--- config.mk ---
export PLATFORM = sky130hd
export DESIGN_NAME = q2r_div_stage
export DESIGN_NICKNAME = d
export VERILOG_FILES = /design/src/design/assert_macros.svh /design/src/design/q2r_pkg.sv /design/src/design/q2r_div_stage.sv
export SDC_FILE = /design/constraint.sdc
export NUM_CORES = 1
export LEC_CHECK = 0
export BUFFER_PORTS_ARGS = -buffer_cell sky130_fd_sc_hd__clkbuf_2
export CELL_PAD_IN_SITES_DETAIL_PLACEMENT = 0
export CELL_PAD_IN_SITES_GLOBAL_PLACEMENT = 1
export CORE_AREA = 2 2 472 474
export CTS_BUF_LIST = sky130_fd_sc_hd__clkbuf_4
export DETAILED_ROUTE_END_ITERATION = 10
export DIE_AREA = 0 0 474 476
export PLACE_DENSITY_LB_ADDON = 0.08
export SLEW_MARGIN = 20
export SYNTH_ARGS = -nofsm -noshare
export SYNTH_HDL_FRONTEND = slang
export SYNTH_SLANG_ARGS = --single-unit
export TNS_END_PERCENT = 30
--- constraint.sdc ---
create_clock -name clk -period 6.7 [get_ports clk]
set_input_delay 0.67 -clock clk [delete_from_list [all_inputs] [get_ports clk]]
set_output_delay 0.67 -clock clk [all_outputs]
set_load 0.02 [all_outputs]
--- src/design/assert_macros.svh ---
// assertion helpers shared by the rtl
`ifndef ASSERT_MACROS_SVH
`define ASSERT_MACROS_SVH

// same-cycle implication, disabled during reset
`define Q2R_ASSERT_IMPLY(lbl, clk, rst, pre, post, msg) \
  lbl: assert property (@(posedge clk) disable iff (rst) (pre) |-> (post)) \
    else $error(msg);

// next-cycle implication, disabled during reset
`define Q2R_ASSERT_NEXT(lbl, clk, rst, pre, post, msg) \
  lbl: assert property (@(posedge clk) disable iff (rst) (pre) |=> (post)) \
    else $error(msg);

`endif

--- src/design/q2r_pkg.sv ---
`timescale 1ns / 1ps

package q2r_pkg;

  localparam int IN_W   = 16;
  localparam int PROD_W = 32;
  localparam int D_W    = 33;                // sum of four squares, up to 2^32
  localparam int NUM_W  = 34;                // doubled cross terms, up to +-2^32
  localparam int DEN_W  = D_W + 1;           // twice the squared length
  localparam int QUO_W  = 15;                // quotient never exceeds 2^14
  localparam int REM_W  = NUM_W + QUO_W - 1; // (mag << 15) + d
  localparam int OUT_W  = 16;
  localparam int N_ENT  = 9;

  localparam logic signed [OUT_W-1:0] Q14_ONE = 16'sd16384;

  // matrix entry slots, row major
  localparam int E00 = 0;
  localparam int E01 = 1;
  localparam int E02 = 2;
  localparam int E10 = 3;
  localparam int E11 = 4;
  localparam int E12 = 5;
  localparam int E20 = 6;
  localparam int E21 = 7;
  localparam int E22 = 8;

  // payload carried through the divider stages
  typedef struct packed {
    logic [N_ENT-1:0][REM_W-1:0] rem;
    logic [N_ENT-1:0][QUO_W-1:0] quo;
    logic [N_ENT-1:0]            neg;
    logic [DEN_W-1:0]            den;
    logic                        zero;
  } div_t;

endpackage

--- src/design/q2r_div_stage.sv ---
`timescale 1ns / 1ps

// one restoring division step for all nine entries, registered
module q2r_div_stage #(
  parameter int BIT = 14
) (
  input  logic           clk,
  input  logic           en,
  input  q2r_pkg::div_t  d_in,
  output q2r_pkg::div_t  d_out
);

  q2r_pkg::div_t d_next;
  logic [q2r_pkg::REM_W-1:0] dsh;

  always_comb begin
    d_next = d_in;
    dsh    = q2r_pkg::REM_W'(d_in.den) << BIT;
    for (int k = 0; k < q2r_pkg::N_ENT; k++) begin
      if (d_in.rem[k] >= dsh) begin
        d_next.rem[k]      = d_in.rem[k] - dsh;
        d_next.quo[k][BIT] = 1'b1;
      end else begin
        d_next.quo[k][BIT] = 1'b0;
      end
    end
  end

  always_ff @(posedge clk) begin
    if (en) begin
      d_out <= d_next;
    end
  end

endmodule

==> qor.yml <==
drt:
  drc_errors: 0
  postRouteWirelength_um: 227000
  dr_wl_met3_um: 14000
  wire_per_inst_um: 25.8
  highest-signal-layer: "met5"
  drt_iter0_drc: 1707
  firstDrtPassIters: 5
  wl_met1_um: 86400
  antenna_left: 0
  vias: 36800
  met2_length_um: 118000
  vias_per_cell: 4.19
cells_and_area:
  finish.utilization: 0.262
  fillers: 24000
  top_register: "d_out"
  largest_reg_flops: 611
  area_growth_pct: 53.2
  top_regs: "d_out x611"
  final_layout_size_suffix_gt1_frac: 0.300
  finalNetCount: 6583
setup_path:
  crit_chain: "dlygate4sd3_1, clkbuf_2, inv_2, ha_1, and3_1, nand3_1, o211ai_2, o21ai_1, o31a_1, or4_1, a31oi_4, buf_4, mux2_2, dlygate4sd3_1"
  start_kind: "primary input"
  max_stage_delay_ps: 590
  crit_slowest_cell: "inv_2"
  path_max_fanout: 38
  crit_required_ps: 7670
  crit_path_frequent_cell: "dlygate4sd3_1"
  arrival_ps: 5860
  end_kind: "flop"
  path_buf_inv: 5
  path_delay_family: "buffers and inverters"
  critPathKind: "in -> reg"
floorplan:
  floorplan.initialDensity: 0.171
  rows: 173
  dieArea_um2: 226000
  io_pins: 1224
  coreArea_um2: 221000
  chipWidth_um: 474
  die_h_um: 476
pwr:
  power_density_nw_per_um2: 226
  switching_power_mw: 4.84
  ir_drop_uv: 144
  seqPwrFrac: 0.376
  power_frac_clock: 0.295
  internal_power_mw: 8.24
  leakagePower_nw: 24.7
  netSwitchingFraction: 0.370
  combPwrFrac: 0.329
  total_power_mw: 13.1
timing:
  hold_violations: 0
  fin_setup_tns_ps: 0
  final-max-slew-violation-count: 0
  post-route-period-util: 0.730
  fmax_ghz: 0.204
  setup_viol: 0
  grt_setup_unrepaired: "false"
  finalCriticalPeriod_ps: 4890
  relSlewSlack: 0.213
  tightest_slew_ps: 1170
global_routing:
  grt_use_total: 0.194
  grt_overflow_total: 0
  antenna_found_initial: 95
  grt_max_degree: 139
  first_global_vias: 38300
  grt_pass1_wl_um: 304000
clocking:
  clk_path_buf_depth: 3
  ctsResizeCount: 0
  cts_setup_buffers: 0
  cts_sinks: 611
  cts_buffers: 198
  cts_tree: "yes"
  clkSlewWorstSetupHoldPaths_ps: 60
  cts-root-buf: "clkbuf_4"
  htreeDepth: 4
  cts_hold_buf: 776
flow_run:
  drv_cap: 0
outcome:
  status: "completed"
yosys:
  yosysSeqAreaShare: 0.486
  yosysWarnings: 0
  synth_cells: 3513
  async_flop_share: 0
  ys_ff_latch: 611
  synth_area_um2: 37800
  ys_types: 86
  syn-num-nets: 4441
  synthFlopType: "edfxtp_1"
  synth.avg_cell_area_um2: 10.8
  synth_edf_count: 611
placement:
  port_buffers: 1214
  gp_congestion: 0.825
  dpl.hpwl_um: 181000
hold_path:
  hold_class: "in -> reg"
==> cell type report <==
cell class	instances	area [µm²]	share of cell area
inverter	138	518	0.00895
clock inverter	43	278	0.00480
tap	2975	3720	0.0643
clock buffer	271	2030	0.0351
multi-input combinational	2658	18500	0.320
sequential	611	18300	0.317
antenna	37	92.6	0.00160
timing repair buffer	2048	14400	0.248
==> power by group through the flow <==
stage | clock (mW) | sequential, mW | combinational [mW]
finish | 3.87 | 4.92 | 4.30
global route | 4.27 | 4.96 | 4.68
CTS | 4.13 | 4.93 | 4.41
detailed placement | 0 | 5.00 | 3.96
global placement | 0 | 5.00 | 4.00
floorplan | 0 | 5.49 | 1.69
==> metal layers <==
metal | vias up | track usage
met2 | 1230 | 0.360
met5 | - | 0
li1 | 17700 | -
met1 | 17500 | 0.210
met4 | 58 | 0.0693
met3 | 325 | 0.0500
==> cells in the mapped netlist, types with 24 or more instances <==
master,count,area [µm²]
xnor2_1,170,1490
and3_1,24,150
clkbuf_1,72,270
a21oi_1,369,1850
o21a_1,24,180
ha_1,306,3830
nor2b_1,29,181
nor3_1,32,160
nor2_1,225,845
nor4_1,30,188
edfxtp_1,611,18300
a21o_1,141,1060
nand4_1,53,332
a211oi_1,35,263
inv_1,138,518
a31oi_1,39,244
nand3_1,58,290
o21ai_0,286,1430
o21bai_1,60,450
nand2b_1,31,194
xor2_1,106,928
nand2_1,310,1160
mux2_2,75,845
==> logic make-up (layout without fill, tap and decap cells) <==
family          Yosys count  after routing  share of synthesized area
fa+ha+maj               315            315                      0.106
flops                   611            611                      0.486
mux                     102            102                     0.0322
simple gates            863            863                      0.107
buf+inv                 244           2500                     0.0266
compound gates         1102           1102                      0.178
other cells               0             37                          0
xor+xnor                276            276                     0.0640
==> worst paths after layout <==
check	from	end	slack, ps	cells after the start
min	d_in[4]	d_out[4]	230	2
max	d_in[13]	d_out[397]	1810	14
==> per-stage QoR <==
stage                     setup slack (ps)  cells  hold slack [ps]  cell area (µm²)
after floorplan                       2660   3513              769            37800
after global placement                1270   7654              848            47700
after detailed placement              1220   7654              849            47700
after CTS                             1900   8744            0.724            57800
after global routing                  1690   8766             9.48            57800
final                                 1810   8781              227            57900
==> cell usage in the layout, fill, tap and decap left out, types with 34 or more instances in the layout <==
master	netlist	routed
clkbuf_4	0	271
edfxtp_1	611	611
inv_2	0	34
nand3_1	58	57
a31oi_1	39	38
nor2_1	225	225
a211oi_1	35	35
nand4_1	53	53
mux2_2	75	75
ha_1	306	306
clkbuf_2	0	1213
dlygate4sd3_1	0	776
a21oi_1	369	369
o21ai_0	286	286
xnor2_1	170	170
xor2_1	106	106
a21o_1	141	141
o21bai_1	60	60
diode_2	0	37
inv_1	138	105
buf_4	4	51
nand2_1	310	309
No activity file was read; power rests on OpenSTA's default activity.
